[src/hw/rtl/chuff_pkg.sv]
// Shared types and constants for the canonical Huffman encoder.
`timescale 1ns / 1ps
`default_nettype none

package chuff_pkg;

    localparam int MAX_CODE_LEN         = 16;
    localparam int SYMBOL_COUNT_DEFAULT = 256;
    localparam int LEN_CAP              = 16;
    localparam int LEVEL_LIMIT          = (MAX_CODE_LEN > LEN_CAP) ? LEN_CAP : MAX_CODE_LEN;
    localparam int LEN_W                = 5;
    localparam int CODE_W               = 16;
    localparam int QUEUE_DEPTH          = 2;

    typedef enum logic [1:0] {
        OP_START  = 2'd0,
        OP_LOAD   = 2'd1,
        OP_ENCODE = 2'd2,
        OP_FLUSH  = 2'd3
    } op_t;

    typedef enum logic [1:0] {
        ST_OK        = 2'd0,
        ST_LEVEL_DEC = 2'd1,
        ST_TOO_LONG  = 2'd2,
        ST_NO_CODE   = 2'd3
    } status_t;

    typedef struct packed {
        op_t               op;
        status_t           status;
        logic              hit;
        logic [LEN_W-1:0]  len;
        logic [CODE_W-1:0] code;
    } item_t;

endpackage

`default_nettype wire

[src/hw/rtl/chuff_queue.sv]
// Short FIFO between the table front end and the bit packer.
`timescale 1ns / 1ps
`default_nettype none

module chuff_queue
    import chuff_pkg::*;
(
    input  wire logic clk,
    input  wire logic rst_n,
    input  wire logic push_valid,
    output logic      push_ready,
    input  wire item_t push_item,
    output logic      pop_valid,
    input  wire logic pop_ready,
    output item_t     pop_item
);

    localparam int                PTR_W    = (QUEUE_DEPTH > 1) ? $clog2(QUEUE_DEPTH) : 1;
    localparam int                CNT_W    = $clog2(QUEUE_DEPTH + 1);
    localparam logic [PTR_W-1:0]  LAST_IDX = PTR_W'(QUEUE_DEPTH - 1);
    localparam logic [CNT_W-1:0]  FULL_CNT = CNT_W'(QUEUE_DEPTH);

    item_t              entry_reg [QUEUE_DEPTH];
    logic [PTR_W-1:0]   wr_ptr_reg;
    logic [PTR_W-1:0]   wr_ptr_next;
    logic [PTR_W-1:0]   rd_ptr_reg;
    logic [PTR_W-1:0]   rd_ptr_next;
    logic [CNT_W-1:0]   count_reg;
    logic [CNT_W-1:0]   count_next;
    logic               push;
    logic               pop;

    assign push_ready = count_reg != FULL_CNT;
    assign pop_valid  = count_reg != '0;
    assign push       = push_valid && push_ready;
    assign pop        = pop_valid && pop_ready;
    assign pop_item   = entry_reg[rd_ptr_reg];

    always_comb
    begin
        wr_ptr_next = wr_ptr_reg;
        rd_ptr_next = rd_ptr_reg;
        count_next  = count_reg;
        if (push)
        begin
            wr_ptr_next = (wr_ptr_reg == LAST_IDX) ? '0 : wr_ptr_reg + 1'b1;
        end
        if (pop)
        begin
            rd_ptr_next = (rd_ptr_reg == LAST_IDX) ? '0 : rd_ptr_reg + 1'b1;
        end
        if (push && !pop)
        begin
            count_next = count_reg + 1'b1;
        end
        else if (pop && !push)
        begin
            count_next = count_reg - 1'b1;
        end
    end

    always_ff @(posedge clk or negedge rst_n)
    begin
        if (!rst_n)
        begin
            wr_ptr_reg <= '0;
            rd_ptr_reg <= '0;
            count_reg  <= '0;
        end
        else
        begin
            wr_ptr_reg <= wr_ptr_next;
            rd_ptr_reg <= rd_ptr_next;
            count_reg  <= count_next;
        end
    end

    always_ff @(posedge clk)
    begin
        if (push)
        begin
            entry_reg[wr_ptr_reg] <= push_item;
        end
    end

endmodule

`default_nettype wire

[config.mk]
export PLATFORM = sky130hd
export DESIGN_NAME = chuff_queue
export DESIGN_NICKNAME = d
export VERILOG_FILES = /design/src/hw/rtl/chuff_pkg.sv /design/src/hw/rtl/chuff_queue.sv
export SDC_FILE = /design/constraint.sdc
export NUM_CORES = 1
export LEC_CHECK = 0
export ABC_AREA = 1
export BUFFER_PORTS_ARGS = -buffer_cell sky130_fd_sc_hd__buf_2
export CAP_MARGIN = 15
export CELL_PAD_IN_SITES_DETAIL_PLACEMENT = 1
export CELL_PAD_IN_SITES_GLOBAL_PLACEMENT = 1
export CORE_ASPECT_RATIO = 2
export CORE_MARGIN = 5
export CORE_UTILIZATION = 30
export CTS_BUF_LIST = sky130_fd_sc_hd__clkbuf_8
export DETAILED_ROUTE_END_ITERATION = 16
export PLACE_DENSITY_LB_ADDON = 0.25
export SYNTH_ARGS = -nofsm -noshare
export SYNTH_HDL_FRONTEND = slang
export SYNTH_SLANG_ARGS = --single-unit
[constraint.sdc]
create_clock -name clk -period 3.97 [get_ports clk]
set_input_delay 0.9925 -clock clk [delete_from_list [all_inputs] [get_ports clk]]
set_output_delay 0.9925 -clock clk [all_outputs]
set_load 0.02 [all_outputs]
==> key figures, run 1 <==
Floorplanning
  • Die Y: ~130 microns
  • FP Rows: 43
  • Starting density of the core: 0.308
  • Die Footprint: ~9000 sq um
  • Die width: roughly 70 microns
  • Core area: about 7000 sq um
  • I/O pin count: 58

Final layout
  • Max reg flops: 52
  • # fillers: between 800 and 900
  • Share of cells above drive strength 1: 0.341
  • Multi-input gate area: between 400 and 500 sq um
  • Design Area, Final: about 2600 sq um
  • Sequential Area: around 1700 sq um
  • Area Growth Syn to Fin: 21.7%
  • Final net count: 256
  • Antenna cell count: 0

Global routing
  • Number of antenna violations at the first check in global routing: 0
  • Total GRT Usage: 0.0991
  • Global route overflow: 0
  • Global-route wire length before repair: between 6000 and 7000 microns
  • Largest net degree at the start of global routing: 29
  • Number of global-route vias before repair: 1,392

CTS
  • H-tree depth: 2
  • Clock-pin slew on the worst setup and hold paths: roughly 0.080 ns
  • Post-cts sizing count: 0
  • Clock Sinks: between 50 and 60
  • Clock Tree Buf Depth: 2
  • CTS tree: built
  • Post-CTS Setup Bufs: 0
  • CTS Root Cell: clkbuf_8
  • Clk_lat worst skew: just over 0.3 ns
  • Total CTS buffers: 5
  • Hold Buf Count CTS: 0

Placement
  • Port bufs: 57
  • Hpwl dp: around 3200 microns
  • Placement Cell Area: ~2500 sq um
  • GP Congestion: 0.718

Yosys
  • Synth top area share: 0.724
  • Adder-cell area share of the yosys netlist: 0.00580
  • Leading area contributor after synthesis: edfxtp_1
  • Dominant cells by area after synthesis: edfxtp_1 (72%), nand2_1 (14%), dfrtp_1 (4.6%), nand2_2 (2.3%), buf_6 (1.6%)
  • Top FF cell, synth: edfxtp_1
  • Post-Synth Simple-Gate Area: 0.174
  • Synthesized area: between 2000 and 2500 sq um
  • Post-synthesis register bit count: 56
  • Xor/xnor share of the synthesized area: 0.00813
  • EDFF count, synth: 52
  • Register area share after synthesis: 0.771
  • Syn Inst Count: around 160
  • Async SR Flop Fraction: 0.0714
  • Most common cell in the netlist: nand2_1
  • Largest family of logic cells by synthesized area: simple AND/OR/NAND/NOR gates
  • Synth Area in Compound Gates: 0
  • Post-synthesis mux area share: 0
  • Distinct cells, synth: 16
  • Synthesis Warnings: 0
  • Syn Area/Cell: around 13 sq um
  • Post-synth top cells: nand2_1 (80), edfxtp_1 (52), nand2_2 (8), inv_1 (5), dfrtp_1 (4)
  • Synthesized Nets: about 200

STA
  • Final Hold Vio Count: 0
  • Max Freq: 349 MHz
  • Pins Over Slew Limit: 0
  • Final Critical Period: ~2.9 ns
  • Crit share post-route: 0.722
  • Setup violations, final: 0
  • Slew HR: 0.315
  • Setup TNS: 0 ns
  • Worst slew pin tran: about 1.0 ns
  • Clk_skew: ~0.011 ns
  • RSZ-0062 raised after global routing: false

Setup path
  • Worst R2R Path Depth: 5
  • WP data required: 2.98 ns
  • R2r setup slk: between 2 and 2.5 ns
  • Top cell by count, worst path: nand2_1
  • R2R Path End: entry_reg[0][14]
  • Critical path endpoint category: output pin
  • Worst setup SP type: flop
  • CP arrival: 1.87 ns
  • Maximum fanout along the worst path: 28
  • Slowest stage delay, CP: between 1 and 1.5 ns
  • Reg-to-Reg Start: count_reg[0]
  • Worst path cell trace: inv_8 -> nand2_1 -> nand2_1 -> buf_2
  • Crit Path Category: reg -> out
  • Crit path max-delay cell type: dfrtp_1

Run
  • Max Cap Viol: 0

Pwr
  • VDD IR max: just over 0.3 mV
  • Lkg Pwr: around 0.0011 uW
  • Power Density: ~750 nW/um^2

Route
  • Iter 0 DRT Violations: between 60 and 70
  • Vias: between 1,000 and 1,500
  • Drt pass-1 iters: 7
  • # DRC: 0
  • DRT antenna net count: 0
  • Via density per instance: ~4.2
  • WL final: between 4000 and 5000 microns
  • Drt wl/cell: 13.9 microns

Run status
  • Status: finished clean

Worst hold path
  • Tightest Hold Check Type: in -> async
logic make-up after synthesis:
group / after synthesis
simple gates: 93
fa+ha+maj: 1
flops: 56
buf+inv: 12
xor+xnor: 2
cells in the final DEF, fill, tap and decap left out, types with 2 or more instances in the layout:
cell      synthesis  layout
inv_1             5       7
edfxtp_1         52      52
nor2_2            0       2
buf_4             1       2
buf_2             0      57
nand2_2           8       8
nand2_1          80      80
clkbuf_8          0       5
nand3_1           2       2
dfrtp_1           4       4
worst max path at each step:
stage               start  cells past startpoint         endpoint  slack [ns]
2_1_floorplan  push_valid                      2  entry_reg[0][0]        1.38
3_3_place_gp   rd_ptr_reg                      4      pop_item[4]        1.37
3_5_place_dp   rd_ptr_reg                      4      pop_item[3]        1.32
4_1_cts        rd_ptr_reg                      4      pop_item[8]        0.98
5_1_grt        rd_ptr_reg                      4     pop_item[12]        0.85
6_report       rd_ptr_reg                      4      pop_item[3]        1.10
final cells by class:
type                    count  area share
multi-input cells          96       0.156
inverters                   7      0.0129
clock buffers               5      0.0262
repair buffers             59       0.114
well taps                  90      0.0429
clock inverters             3      0.0143
flip-flops and latches     56       0.633
critical path, delay by kind of cell (launching register included):
| family | cells | cell delay (ns) |
|---|---|---|
| buffers and inverters | 2 | 0.36 |
| DFF | 1 | 1.02 |
| and+or+nand+nor | 2 | 0.18 |
power by group:
part / total (uW) / switching (uW) / internal, uW / leakage, uW
sequential: 897 / 88.5 / 808 / 0.000531
combinational: 727 / 503 / 223 / 0.000555
clock: 352 / 168 / 184 / 0.0000607
metal layers:
layer  share of wire  global-route usage  vias to the layer above
met4           0.021              0.0508                        0
met5               0                   0                        -
met1            0.36              0.0950                      635
met2            0.56               0.185                       35
li1                -                   -                      663
met3           0.057              0.0339                        6
metrics by stage:
| step | std cells | setup WS, ns | utilization | power (uW) | hold WS [ns] |
|---|---|---|---|---|---|
| 4_1_cts | 316 | 0.976 | 0.375 | 2030 | 0.475 |
| 3_5_place_dp | 308 | 1.32 | 0.360 | 1670 | 0.524 |
| 5_1_grt | 316 | 0.853 | 0.375 | 2120 | 0.468 |
| 6_report | 316 | 1.10 | 0.375 | 1980 | 0.488 |
| 3_3_place_gp | 308 | 1.37 | 0.360 | 1650 | 0.503 |
| 2_1_floorplan | 164 | 1.38 | - | 1430 | 0.481 |
No activity file was read; power rests on OpenSTA's default activity.
==> run 2, diff against run 1 <==
Clock period 3.97 ns to 2.9 ns, I/O delays scaled along.
==> key figures, run 2 (synthesis gave the netlist of run 1 again) <==
Run status
  • Status: finished clean (unchanged)

CTS
  • Post-cts sizing count: 0 (unchanged)
  • Hold Buf Count CTS: 0 (unchanged)
  • Clock-pin slew on the worst setup and hold paths: 0.09 ns (was 0.08 ns)
  • CTS Root Cell: clkbuf_8 (unchanged)
  • Clock Sinks: 56 (unchanged)
  • Post-CTS Setup Bufs: 0 (unchanged)
  • Clk_lat worst skew: 0.31 ns (about the same)
  • Total CTS buffers: 5 (unchanged)
  • H-tree depth: 2 (unchanged)
  • CTS tree: built (unchanged)
  • Clock Tree Buf Depth: 2 (unchanged)

Final layout
  • # fillers: 785 (was 805)
  • Max reg flops: 52 (unchanged)
  • Utilization after layout: 0.379 (was 0.375)
  • Commonest non-fill, non-tap cell in the layout: nand2_1 (unchanged)
  • Area Growth Syn to Fin: 23.0% (was 21.7%)
  • Antenna cell count: 0 (unchanged)
  • Most frequent cells in the layout: nand2_1 (80), buf_2 (57), edfxtp_1 (52) (unchanged)
  • Design Area, Final: 2650 sq um (was 2620 sq um)
  • Final net count: 258 (was 256)
  • Multi-input gate area: 409 sq um (unchanged)
  • Share of cells above drive strength 1: 0.346 (was 0.341)
  • Sequential Area: 1660 sq um (unchanged)

Setup path
  • Maximum fanout along the worst path: 15 (was 28)
  • R2r setup slk: 1.27 ns (was 2.25 ns)
  • Crit path max-delay cell type: dfrtp_1 (unchanged)
  • Worst path cell trace: buf_4 -> nand2_1 -> nand2_1 -> buf_2 (was inv_8 -> nand2_1 -> nand2_1 -> buf_2)
  • Critical path endpoint category: output pin (unchanged)
  • WP data required: 2.17 ns (was 2.98 ns)
  • Worst setup SP type: flop (unchanged)
  • Top cell by count, worst path: nand2_1 (unchanged)
  • Slowest stage delay, CP: 0.73 ns (was 1.02 ns)
  • Crit Path Category: reg -> out (unchanged)
  • CP arrival: 1.66 ns (was 1.87 ns)

Placement
  • Placement Cell Area: 2540 sq um (was 2520 sq um)
  • Pre-CTS WS: 0.805 ns (was 1.32 ns)
  • Port bufs: 57 (unchanged)
  • Hpwl dp: 3260 microns (was 3190 microns)
  • GP Congestion: 0.682 (was 0.718)

Route
  • Drt wl/cell: 13.9 microns (about the same)
  • Iter 0 DRT Violations: 46 (was 68)
  • Drt pass-1 iters: 4 (was 7)
  • DRT antenna net count: 0 (unchanged)
  • WL final: 4410 microns (was 4400 microns)
  • Via density per instance: 4.26 (was 4.24)
  • Vias: 1,354 (was 1,339)
  • # DRC: 0 (unchanged)

STA
  • Setup violations, final: 0 (unchanged)
  • Final Hold Vio Count: 0 (unchanged)
  • Max Freq: 419 MHz
  • Setup TNS: 0 ns (unchanged)
  • RSZ-0062 raised after global routing: false (unchanged)
  • PnR worst setup slack: 0.514 ns (was 1.10 ns)
  • Final Critical Period: 2.39 ns
  • Crit share post-route: 0.823
  • Clk_skew: 0.00553 ns (was 0.0113 ns)
  • Worst slew pin tran: 0.602 ns (was 1.03 ns)
  • Slew HR: 0.599 (was 0.315)
  • Pins Over Slew Limit: 0 (unchanged)

Pwr
  • Lkg Pwr: 0.00115 uW (about the same)
  • VDD IR max: 0.451 mV (was 0.311 mV)
  • Power Density: 1030 nW/um^2 (was 753 nW/um^2)

Run
  • Max Cap Viol: 0 (unchanged)

Global routing
  • Global route overflow: 0 (unchanged)
  • Number of antenna violations at the first check in global routing: 0 (unchanged)
  • Number of global-route vias before repair: 1,412 (was 1,392)
  • Global-route wire length before repair: 6780 microns (was 6690 microns)
  • Total GRT Usage: 0.100 (was 0.0991)
  • Largest net degree at the start of global routing: 28 (was 29)

Worst hold path
  • Tightest Hold Check Type: in -> async (unchanged)

Floorplanning
  • Die width: 69.9 microns (unchanged)
  • Starting density of the core: 0.308 (unchanged)
  • Die Y: 130 microns (unchanged)
  • Core area: 6990 sq um (unchanged)
  • FP Rows: 43 (unchanged)
  • Die Footprint: 9080 sq um (unchanged)
  • I/O pin count: 58 (unchanged)
run 2: cell types whose count changed in the layout (fill, tap and decap cells not counted), sizes merged:
cell	before	now
inv	9	7
clkinv	0	2
buf	59	61
run 2: worst max-delay path, delay by kind of cell (launching register included):
family        cells  cell delay, ns
simple gates      2            0.14
flops             1            0.73
buf+inv           2            0.48
run 2: worst paths after layout:
check,from,to,depth (start not counted)
worst max-delay path,rd_ptr_reg,pop_item[3],4
worst min-delay path,rst_n,count_reg[1],1
worst max register to register,count_reg[0],entry_reg[0][10],5
worst min register to register,count_reg[0],count_reg[0],1
max in group asynchronous,rst_n,rd_ptr_reg,1
min in group clk,count_reg[0],count_reg[0],1
run 2: through the flow:
step / instances / hold slack (ns) / total power, uW
floorplan: 164 / 0.429 / 1960
finish: 318 / 0.207 / 2740
global route: 318 / 0.189 / 2930
detailed placement: 310 / 0.507 / 2320
global placement: 310 / 0.503 / 2300
CTS: 318 / 0.198 / 2820
run 2: cell type report:
type	count	area share
Clock inverter	3	0.0142
Timing Repair Buffer	61	0.124
Inverter	7	0.0127
Tap cell	90	0.0425
Clock buffer	5	0.0260
Sequential cell	56	0.627
Multi-Input combinational cell	96	0.154
run 2: where the power goes:
group | internal [uW] | switching, uW
clock | 252 | 234
sequential | 1110 | 92.3
combinational | 328 | 725
run 2: routing by layer:
layer,vias to the layer above,track usage,wire length [microns]
met5,-,0,0
met4,0,0.0564,104
met3,7,0.0339,277
met2,34,0.185,2450
met1,648,0.0959,1580
li1,665,-,-
