==> src/hw/rtl/chuff_pkg.sv <==
// Shared types and constants for the canonical Huffman encoder.
`timescale 1ns / 1ps
`default_nettype none

package chuff_pkg;

    localparam int MAX_CODE_LEN         = 16;
    localparam int SYMBOL_COUNT_DEFAULT = 256;
    localparam int LEN_CAP              = 16;
    localparam int LEVEL_LIMIT          = (MAX_CODE_LEN > LEN_CAP) ? LEN_CAP : MAX_CODE_LEN;
    localparam int LEN_W                = 5;
    localparam int CODE_W               = 16;
    localparam int QUEUE_DEPTH          = 2;

    typedef enum logic [1:0] {
        OP_START  = 2'd0,
        OP_LOAD   = 2'd1,
        OP_ENCODE = 2'd2,
        OP_FLUSH  = 2'd3
    } op_t;

    typedef enum logic [1:0] {
        ST_OK        = 2'd0,
        ST_LEVEL_DEC = 2'd1,
        ST_TOO_LONG  = 2'd2,
        ST_NO_CODE   = 2'd3
    } status_t;

    typedef struct packed {
        op_t               op;
        status_t           status;
        logic              hit;
        logic [LEN_W-1:0]  len;
        logic [CODE_W-1:0] code;
    } item_t;

endpackage

`default_nettype wire

==> src/hw/rtl/chuff_back.sv <==
// Back end: MSB-first bit packer and registered result output.
`timescale 1ns / 1ps
`default_nettype none

module chuff_back
    import chuff_pkg::*;
(
    input  wire logic  clk,
    input  wire logic  rst_n,
    input  wire logic  pop_valid,
    output logic       pop_ready,
    input  wire item_t pop_item,
    output logic       out_valid,
    input  wire logic  out_ready,
    output logic       has_byte,
    output logic [7:0] out_byte,
    output logic [1:0] status,
    output logic       last
);

    logic [6:0]   acc_reg;
    logic [6:0]   acc_next;
    logic [2:0]   cnt_reg;
    logic [2:0]   cnt_next;
    logic         phase_reg;
    logic         out_valid_reg;
    logic         has_byte_reg;
    logic [7:0]   out_byte_reg;
    status_t      status_reg;
    logic         last_reg;

    logic [4:0]   total_bits;
    logic [22:0]  word;
    logic [22:0]  rem_mask;
    logic [7:0]   enc_byte0;
    logic [7:0]   enc_byte1;
    logic [7:0]   flush_byte;
    logic [1:0]   nbytes;
    logic [7:0]   byte_a;
    logic [7:0]   byte_b;
    logic [6:0]   item_acc;
    logic [2:0]   item_cnt;
    logic         res_has;
    logic         res_last;
    logic [7:0]   res_byte;
    logic         out_load;
    logic         take;

    // Pending bits sit above the new code; at most 23 bits, so at most two bytes.
    always_comb
    begin
        total_bits = 5'(cnt_reg) + pop_item.len;
        word       = (23'(acc_reg) << pop_item.len) | 23'(pop_item.code);
        rem_mask   = (23'd1 << total_bits[2:0]) - 23'd1;
        enc_byte0  = 8'(word >> (total_bits - 5'd8));
        enc_byte1  = 8'(word >> (total_bits - 5'd16));
        flush_byte = 8'(15'(acc_reg) << (4'd8 - 4'(cnt_reg)));
    end

    always_comb
    begin
        nbytes   = 2'd0;
        byte_a   = enc_byte0;
        byte_b   = enc_byte1;
        item_acc = acc_reg;
        item_cnt = cnt_reg;
        unique case (pop_item.op)
            OP_ENCODE:
            begin
                if (pop_item.hit)
                begin
                    nbytes   = total_bits[4:3];
                    item_acc = 7'(word & rem_mask);
                    item_cnt = total_bits[2:0];
                end
            end
            OP_FLUSH:
            begin
                byte_a   = flush_byte;
                nbytes   = (cnt_reg != 3'd0) ? 2'd1 : 2'd0;
                item_acc = '0;
                item_cnt = '0;
            end
            default:
            begin
                nbytes = 2'd0;
            end
        endcase
    end

    assign res_has   = nbytes != 2'd0;
    assign res_last  = !((nbytes == 2'd2) && !phase_reg);
    assign res_byte  = !res_has ? 8'd0 : (phase_reg ? byte_b : byte_a);
    assign out_load  = !out_valid_reg || out_ready;
    assign take      = pop_valid && out_load;
    assign pop_ready = out_load && res_last;

    always_comb
    begin
        acc_next = acc_reg;
        cnt_next = cnt_reg;
        if (take && res_last)
        begin
            acc_next = item_acc;
            cnt_next = item_cnt;
        end
    end

    always_ff @(posedge clk or negedge rst_n)
    begin
        if (!rst_n)
        begin
            acc_reg       <= '0;
            cnt_reg       <= '0;
            phase_reg     <= 1'b0;
            out_valid_reg <= 1'b0;
        end
        else
        begin
            acc_reg <= acc_next;
            cnt_reg <= cnt_next;
            if (take)
            begin
                phase_reg     <= !res_last;
                out_valid_reg <= 1'b1;
            end
            else if (out_ready)
            begin
                out_valid_reg <= 1'b0;
            end
        end
    end

    always_ff @(posedge clk)
    begin
        if (take)
        begin
            has_byte_reg <= res_has;
            out_byte_reg <= res_byte;
            status_reg   <= pop_item.status;
            last_reg     <= res_last;
        end
    end

    assign out_valid = out_valid_reg;
    assign has_byte  = has_byte_reg;
    assign out_byte  = out_byte_reg;
    assign status    = status_reg;
    assign last      = last_reg;

endmodule

`default_nettype wire

==> config.mk <==
export PLATFORM = sky130hd
export DESIGN_NAME = chuff_back
export DESIGN_NICKNAME = d
export VERILOG_FILES = /design/src/hw/rtl/chuff_pkg.sv /design/src/hw/rtl/chuff_back.sv
export SDC_FILE = /design/constraint.sdc
export NUM_CORES = 1
export LEC_CHECK = 0
export ABC_CLOCK_PERIOD_IN_PS = 3700
export BUFFER_PORTS_ARGS = -buffer_cell sky130_fd_sc_hd__buf_2
export CAP_MARGIN = 20
export CORE_MARGIN = 4
export CORE_UTILIZATION = 25
export DETAILED_ROUTE_END_ITERATION = 7
export GPL_TIMING_DRIVEN = 0
export SKIP_LAST_GASP = 1
export SYNTH_ARGS = -nofsm -noshare
export SYNTH_HDL_FRONTEND = slang
export SYNTH_SLANG_ARGS = --single-unit
==> constraint.sdc <==
create_clock -name clk -period 3.7 [get_ports clk]
set_input_delay 0.185 -clock clk [delete_from_list [all_inputs] [get_ports clk]]
set_output_delay 0.185 -clock clk [all_outputs]
set_load 0.03 [all_outputs]
==> reports/metrics.cfg, run 1 <==
[finish]
n_antenna_cell = 0
nFillCells = 1555
fin_nets = 541
layout.cells.non_filler = 683
layout-drive-gt1-share_pct = 18.7
multi_input_area_sq_um = 2670
regArea_sq_um = 661
largest_register_ffs = 8
synthToLayoutAreaGrowth_pct = 15.9

[synthesis]
synth_edf_count = 12
async_flop_share_pct = 50.0
yosys_most_used_dff = edfxtp_1
synth.distinct_cells = 71
syn_nets = 491
ys_seq_area_share_pct = 18.6
yosys-top-cells-count = nand2_1, o21ai_0, nor2_1, clkbuf_1, a21oi_1
synth_seq_cells = 24
syn_avg_cell_area_sq_um = 7.83
syn_area_sq_um = 3550
yosysWarnings = 0
synth.largest_area_cell = edfxtp_1
yosysMostFrequentCell = nand2_1
yosys-top-cells-area = edfxtp_1, dfrtp_1, mux2_2
synth_top_area_share_pct = 10.1
synth_cells = 454

[power]
design_power_total_mw = 3.06
power_frac_comb_pct = 77.5
pwr-share-seq_pct = 14.1
vdd_ir_drop_max_mv = 0.216
swShare_pct = 54.5
p_sw_mw = 1.67
p_per_area_nw_per_um2 = 744
power.share.clock_pct = 8.4
cellLeakagePower_nw = 1.52
internal_power_mw = 1.39

[worst_hold_path]
hp-class = in -> reg

[floorplan]
coreArea_sq_um = 13900
die_area_sq_um = 16200
fp-row-count = 43
die_w_microns = 127
io_pins = 44
die_height_microns = 127
initial_core_util_pct = 25.6

[clock_network]
cts_buffers = 3
cts.clk_slew.worst_paths_ps = 60
clk_latency_ps = 260
cts_htree_levels = 1
tritoncts = yes
root_buffer = clkbuf_16
clock-sinks = 24
clockBufferDepth = 2

[sta]
whs_ps = 107
hold_violations = 0
fin_crit_sh_pct = 95.0
clock-skew-final_ps = 8.07
fin_tns_setup_ps = 0
slew_headroom_pct = 37.0
drv_slew = 0
finalSetupViolations = 0
fmax_ghz = 0.284
fin_crit_ps = 3520
rsz0062_at_grt = yes
worst_pin_slew_ps = 939

[drt]
wirelength_microns = 13400
drt-pass1-iter-count = 5
first_iter_violations = 407
drc = 0
dr_total_vias = 4002
wl_per_cell_microns = 19.7
viasPerCell = 5.86
ant_nets = 0

[place]
gp_congestion = 0.977
place_inst = 677
portBuffers = 43
dp_hpwl_microns = 10900

[global_routing]
antenna_found_initial = 0
grt_max_degree = 20
grt_pass1_wl_microns = 21400
grt_usage_pct = 16.4
grt_overflow = 0
grt_pass1_vias = 3723

[worst_setup_path]
crit_buf_inv = 3
end_kind = register
path_cells = ha_1 > fa_1 > xor2_2 > clkbuf_2 > buf_1 > nor2_1 > nand2_1 > ha_1 > clkbuf_1 > xnor2_1 > nand3_1 > o21ai_0 > nand3_1 > o21ai_0
crit_family = buffers and inverters
arrival_ps = 3700
cpPeakStageDelay_ps = 450
crit_required_ps = 3880
critPathMaxFanout = 10
worst_path_max_delay_cell = fa_1
path_class = reg -> reg
start_kind = register

[run_status]
status = finished clean

[flow_run]
max_cap_violations = 0

-- cell usage in the layout (no fill, tap or decap), types with 4 or more instances in the layout --
cell type | synthesis | routed
a211oi_1 | 4 | 4
a21oi_1 | 23 | 23
a221oi_1 | 7 | 7
a22oi_1 | 4 | 4
a31oi_1 | 6 | 6
a32oi_1 | 5 | 5
buf_1 | 9 | 7
buf_2 | 2 | 45
buf_4 | 2 | 4
clkbuf_1 | 25 | 22
dfrtp_1 | 12 | 12
edfxtp_1 | 12 | 12
ha_1 | 6 | 6
inv_1 | 15 | 15
mux2_2 | 18 | 18
mux2i_1 | 20 | 20
mux4_2 | 8 | 8
nand2_1 | 53 | 53
nand2b_1 | 7 | 7
nand3_1 | 20 | 20
nand4_1 | 6 | 6
nor2_1 | 27 | 27
nor2b_1 | 6 | 6
nor3_1 | 12 | 12
o2111ai_1 | 5 | 5
o211ai_1 | 12 | 12
o21ai_0 | 31 | 31
o221ai_1 | 5 | 5
o22ai_1 | 4 | 4
o311ai_0 | 5 | 5
o31ai_1 | 8 | 8
or2_2 | 4 | 4
xnor2_1 | 7 | 7
-- worst reg2reg max path: cells and delay by family (launching register included) --
| family | cells | cell delay [ps] |
|---|---|---|
| buffers and inverters | 3 | 990 |
| and+or+nand+nor | 4 | 350 |
| adders and majority gates | 3 | 830 |
| AOI/OAI and AO/OA | 2 | 280 |
| DFF | 1 | 440 |
| xor gates and xnor gates | 2 | 560 |
-- cells by family (layout without fill, tap and decap cells) --
| group | Yosys count | in the layout | share of synthesized area (%) |
|---|---|---|---|
| AND/OR/NAND/NOR | 157 | 157 | 21.9 |
| AO/OA/AOI/OAI | 155 | 155 | 30.8 |
| buffers and inverters | 55 | 104 | 6.51 |
| multiplexers | 48 | 48 | 17.6 |
| flip-flops | 24 | 24 | 18.6 |
| XOR/XNOR | 8 | 8 | 1.97 |
| adder cells (fa/ha/maj) | 7 | 7 | 2.68 |
-- what timing repair did --
item | 4_1_cts | 5_1_grt
gates resized for setup | 2 | 7
setup endpoints to repair | 3 | 8
gates cloned | 0 | 0
pin swaps | 0 | 1
hold buffers | 1 | 0
buffers inserted | 0 | 2
hold endpoints to repair | 12 | 0
-- metal layers --
| layer | GRT usage (%) | vias to the layer above | share of wire (%) |
|---|---|---|---|
| li1 | - | 1866 | - |
| met1 | 23.9 | 1914 | 47 |
| met2 | 25.7 | 204 | 44 |
| met3 | 2.09 | 18 | 7.1 |
| met4 | 3.97 | 0 | 1.7 |
| met5 | 0 | - | 0 |
-- cell type report --
cell class | count | share of cell area, %
Buffer | 39 | 4.34
Clock buffer | 4 | 2.16
Inverter | 15 | 1.37
Multi-Input combinational cell | 375 | 64.8
Sequential cell | 24 | 16.0
Tap cell | 180 | 5.47
Timing Repair Buffer | 46 | 5.83
-- metrics by stage --
step | util, % | area (sq um) | setup slack (ps)
3_5_place_dp | 28.8 | 3990 | -154
3_3_place_gp | 28.8 | 3990 | -87.9
6_report | 29.7 | 4120 | 184
5_1_grt | 29.7 | 4120 | -68.4
2_1_floorplan | - | 3550 | 534
4_1_cts | 29.5 | 4100 | 39.2
-- worst paths after layout --
kind / from / to / slack [ps] / cells after the start
max: cnt_reg[0]$_DFFE_PN0P_ / acc_reg[6]$_DFFE_PN0P_ / 180 / 14
min: pop_item[23] / status[1]$_DFFE_PP_ / 110 / 1
max reg2reg: cnt_reg[0]$_DFFE_PN0P_ / acc_reg[6]$_DFFE_PN0P_ / 180 / 14
min reg2reg: out_valid$_DFFE_PN0P_ / out_valid$_DFFE_PN0P_ / 530 / 2
max in group asynchronous: rst_n / phase_reg$_DFFE_PN0P_ / 3150 / 2
min in group asynchronous: rst_n / acc_reg[2]$_DFFE_PN0P_ / 340 / 2
-- power by group through the flow --
stage / logic (mW) / registers (mW) / clock network, mW
3_3_place_gp: 2.27 / 0.430 / 0
3_5_place_dp: 2.29 / 0.435 / 0
2_1_floorplan: 1.67 / 0.431 / 0
5_1_grt: 2.60 / 0.444 / 0.272
6_report: 2.38 / 0.432 / 0.256
4_1_cts: 2.30 / 0.430 / 0.262
(Power assumes the default switching activity.)
==> run 2: changes to the inputs <==
Settings changed: ABC_CLOCK_PERIOD_IN_PS 3700 to 3550.
Clock period 3.7 ns to 3.55 ns, I/O delays scaled along.
==> reports/metrics.cfg, run 2 (same netlist as run 1, synthesis figures left out) <==
[finish]
layout-drive-gt1-share_pct = 20.1  ; was 18.7%
regArea_sq_um = 661  ; unchanged
multi_input_area_sq_um = 2700  ; was 2670 sq um
synthToLayoutAreaGrowth_pct = 16.8  ; was 15.9%
fin_nets = 541  ; unchanged
largest_register_ffs = 8  ; unchanged
n_antenna_cell = 0  ; unchanged
final_cell_mix = nand2_1, buf_2, o21ai_0  ; unchanged
mostFrequentLayoutCell = nand2_1  ; unchanged
nFillCells = 1549  ; was 1555

[sta]
worst_pin_slew_ps = 850  ; was 939 ps
finalSetupViolations = 0  ; unchanged
fmax_ghz = 0.289  ; was 0.284 GHz
fin_tns_setup_ps = 0  ; unchanged
fin_crit_ps = 3460  ; was 3520 ps
hold_violations = 0  ; unchanged
slew_headroom_pct = 42.7  ; was 37.0%
whs_ps = 99.8  ; was 107 ps
fin_crit_sh_pct = 97.6  ; was 95.0%
clock-skew-final_ps = 7.25  ; was 8.07 ps
rsz0062_at_grt = yes  ; unchanged
drv_slew = 0  ; unchanged

[floorplan]
die_w_microns = 127  ; unchanged
fp-row-count = 43  ; unchanged
coreArea_sq_um = 13900  ; unchanged
initial_core_util_pct = 25.6  ; unchanged
io_pins = 44  ; unchanged
die_area_sq_um = 16200  ; unchanged
die_height_microns = 127  ; unchanged

[power]
power.share.clock_pct = 8.3  ; was 8.4%
vdd_ir_drop_max_mv = 0.244  ; was 0.216 mV
swShare_pct = 54.4  ; was 54.5%
pwr-share-seq_pct = 14.3  ; was 14.1%
p_sw_mw = 1.75  ; was 1.67 mW
power_frac_comb_pct = 77.4  ; was 77.5%
p_per_area_nw_per_um2 = 778  ; was 744 nW/um^2
cellLeakagePower_nw = 1.54  ; was 1.52 nW
internal_power_mw = 1.47  ; was 1.39 mW

[clock_network]
cts_buffers = 3  ; unchanged
tritoncts = yes  ; unchanged
clk_latency_ps = 260  ; about the same
clock-sinks = 24  ; unchanged
cts_htree_levels = 1  ; unchanged
cts.clk_slew.worst_paths_ps = 60  ; about the same
root_buffer = clkbuf_16  ; unchanged
clockBufferDepth = 2  ; unchanged

[drt]
wl_per_cell_microns = 19.7  ; about the same
wl_met3_microns = 918  ; was 952 microns
drt-pass1-iter-count = 5  ; unchanged
drc = 0  ; unchanged
wirelength_microns = 13500  ; was 13400 microns
viasPerCell = 5.85  ; was 5.86
ant_nets = 0  ; unchanged
dr.max_layer_used = met4  ; unchanged
met2_wirelength_microns = 6020  ; was 5890 microns
wl_met1_microns = 6350  ; was 6380 microns
first_iter_violations = 438  ; was 407
dr_total_vias = 3993  ; was 4002

[worst_hold_path]
worstHoldStart = pop_item[23]  ; unchanged
hp-class = in -> reg  ; unchanged

[worst_setup_path]
path_cells = clkbuf_1 > mux2_2 > a221oi_1 > o21ai_0 > mux4_2 > mux4_2 > a21oi_1 > a211oi_1  ; was ha_1 > fa_1 > xor2_2 > clkbuf_2 > buf_1 > nor2_1 > nand2_1 > ha_1 > clkbuf_1 > xnor2_1 > nand3_1 > o21ai_0 > nand3_1 > o21ai_0
critPathMaxFanout = 10  ; unchanged
rrSetupSlack_ps = 90  ; was 180 ps
cpPeakStageDelay_ps = 610  ; was 450 ps
path_class = reg -> reg  ; unchanged
crit_required_ps = 3550  ; was 3880 ps
r2r_start = acc_reg[6]$_DFFE_PN0P_  ; was cnt_reg[0]$_DFFE_PN0P_
arrival_ps = 3460  ; was 3700 ps
worst_path_max_delay_cell = mux4_2  ; was fa_1
end_kind = register  ; unchanged
start_kind = register  ; unchanged
startpoint = acc_reg[6]$_DFFE_PN0P_  ; was cnt_reg[0]$_DFFE_PN0P_
path_common_cell = mux4_2

[global_routing]
grt_pass1_vias = 3738  ; was 3723
grt_overflow = 0  ; unchanged
antenna_found_initial = 0  ; unchanged
grt_max_degree = 15  ; was 20
grt_usage_pct = 16.4  ; about the same
grt_pass1_wl_microns = 21400  ; about the same

[place]
dp_hpwl_microns = 10900  ; unchanged
gp_congestion = 0.977  ; unchanged
portBuffers = 43  ; unchanged

[flow_run]
max_cap_violations = 0  ; unchanged

[run_status]
status = finished clean  ; unchanged

==> run 2: final cells by class <==
cell class / instances / area share, %
Buffer: 39 / 4.37
Clock buffer: 4 / 2.14
Inverter: 15 / 1.36
Multi-Input combinational cell: 375 / 65.0
Sequential cell: 24 / 15.9
Tap cell: 180 / 5.43
Timing Repair Buffer: 46 / 5.79
==> run 2: metal layers <==
| layer | vias up | track usage (%) |
|---|---|---|
| met3 | 14 | 2.30 |
| met5 | - | 0 |
| met4 | 0 | 3.97 |
| li1 | 1864 | - |
| met2 | 203 | 25.7 |
| met1 | 1912 | 23.7 |
==> run 2: worst paths after layout <==
path	end	depth (start not counted)
worst max-delay path	out_byte[5]$_SDFFCE_PN0P_	8
worst min-delay path	status[1]$_DFFE_PP_	1
worst max register to register	out_byte[5]$_SDFFCE_PN0P_	8
worst min register to register	out_valid$_DFFE_PN0P_	2
max in group asynchronous	phase_reg$_DFFE_PN0P_	2
min in group asynchronous	acc_reg[2]$_DFFE_PN0P_	2
==> run 2: critical path, delay by kind of cell (launching register included) <==
| family | cells | cell delay [ps] |
|---|---|---|
| flip-flops | 1 | 360 |
| buffers and inverters | 1 | 250 |
| multiplexers | 3 | 1450 |
| AO/OA/AOI/OAI | 4 | 1130 |
==> run 2: repair_timing <==
| item | CTS | global route |
|---|---|---|
| gates cloned | 0 | 0 |
| endpoints found under the setup margin | 4 | 18 |
| hold endpoints to repair | 12 | 0 |
| pin swaps | 0 | 1 |
| hold buffers | 1 | 0 |
| gates resized for setup | 6 | 9 |
| buffers inserted | 0 | 2 |
==> run 2: metrics by stage <==
step	util [%]	total power, mW	instance area [sq um]	setup WS [ps]	std cells
after CTS	29.6	3.13	4110	31.5	682
after floorplan	-	2.19	3550	384	454
after global routing	29.9	3.48	4150	-122	683
final	29.9	3.23	4150	85.1	683
after detailed placement	28.8	2.84	3990	-304	677
after global placement	28.8	2.82	3990	-238	677
==> run 2: power by group through the flow <==
stage / combinational (mW) / clock, mW / sequential (mW)
finish: 2.50 / 0.266 / 0.462
global route: 2.73 / 0.284 / 0.475
CTS: 2.41 / 0.273 / 0.448
detailed placement: 2.38 / 0 / 0.453
global placement: 2.37 / 0 / 0.449
floorplan: 1.74 / 0 / 0.450
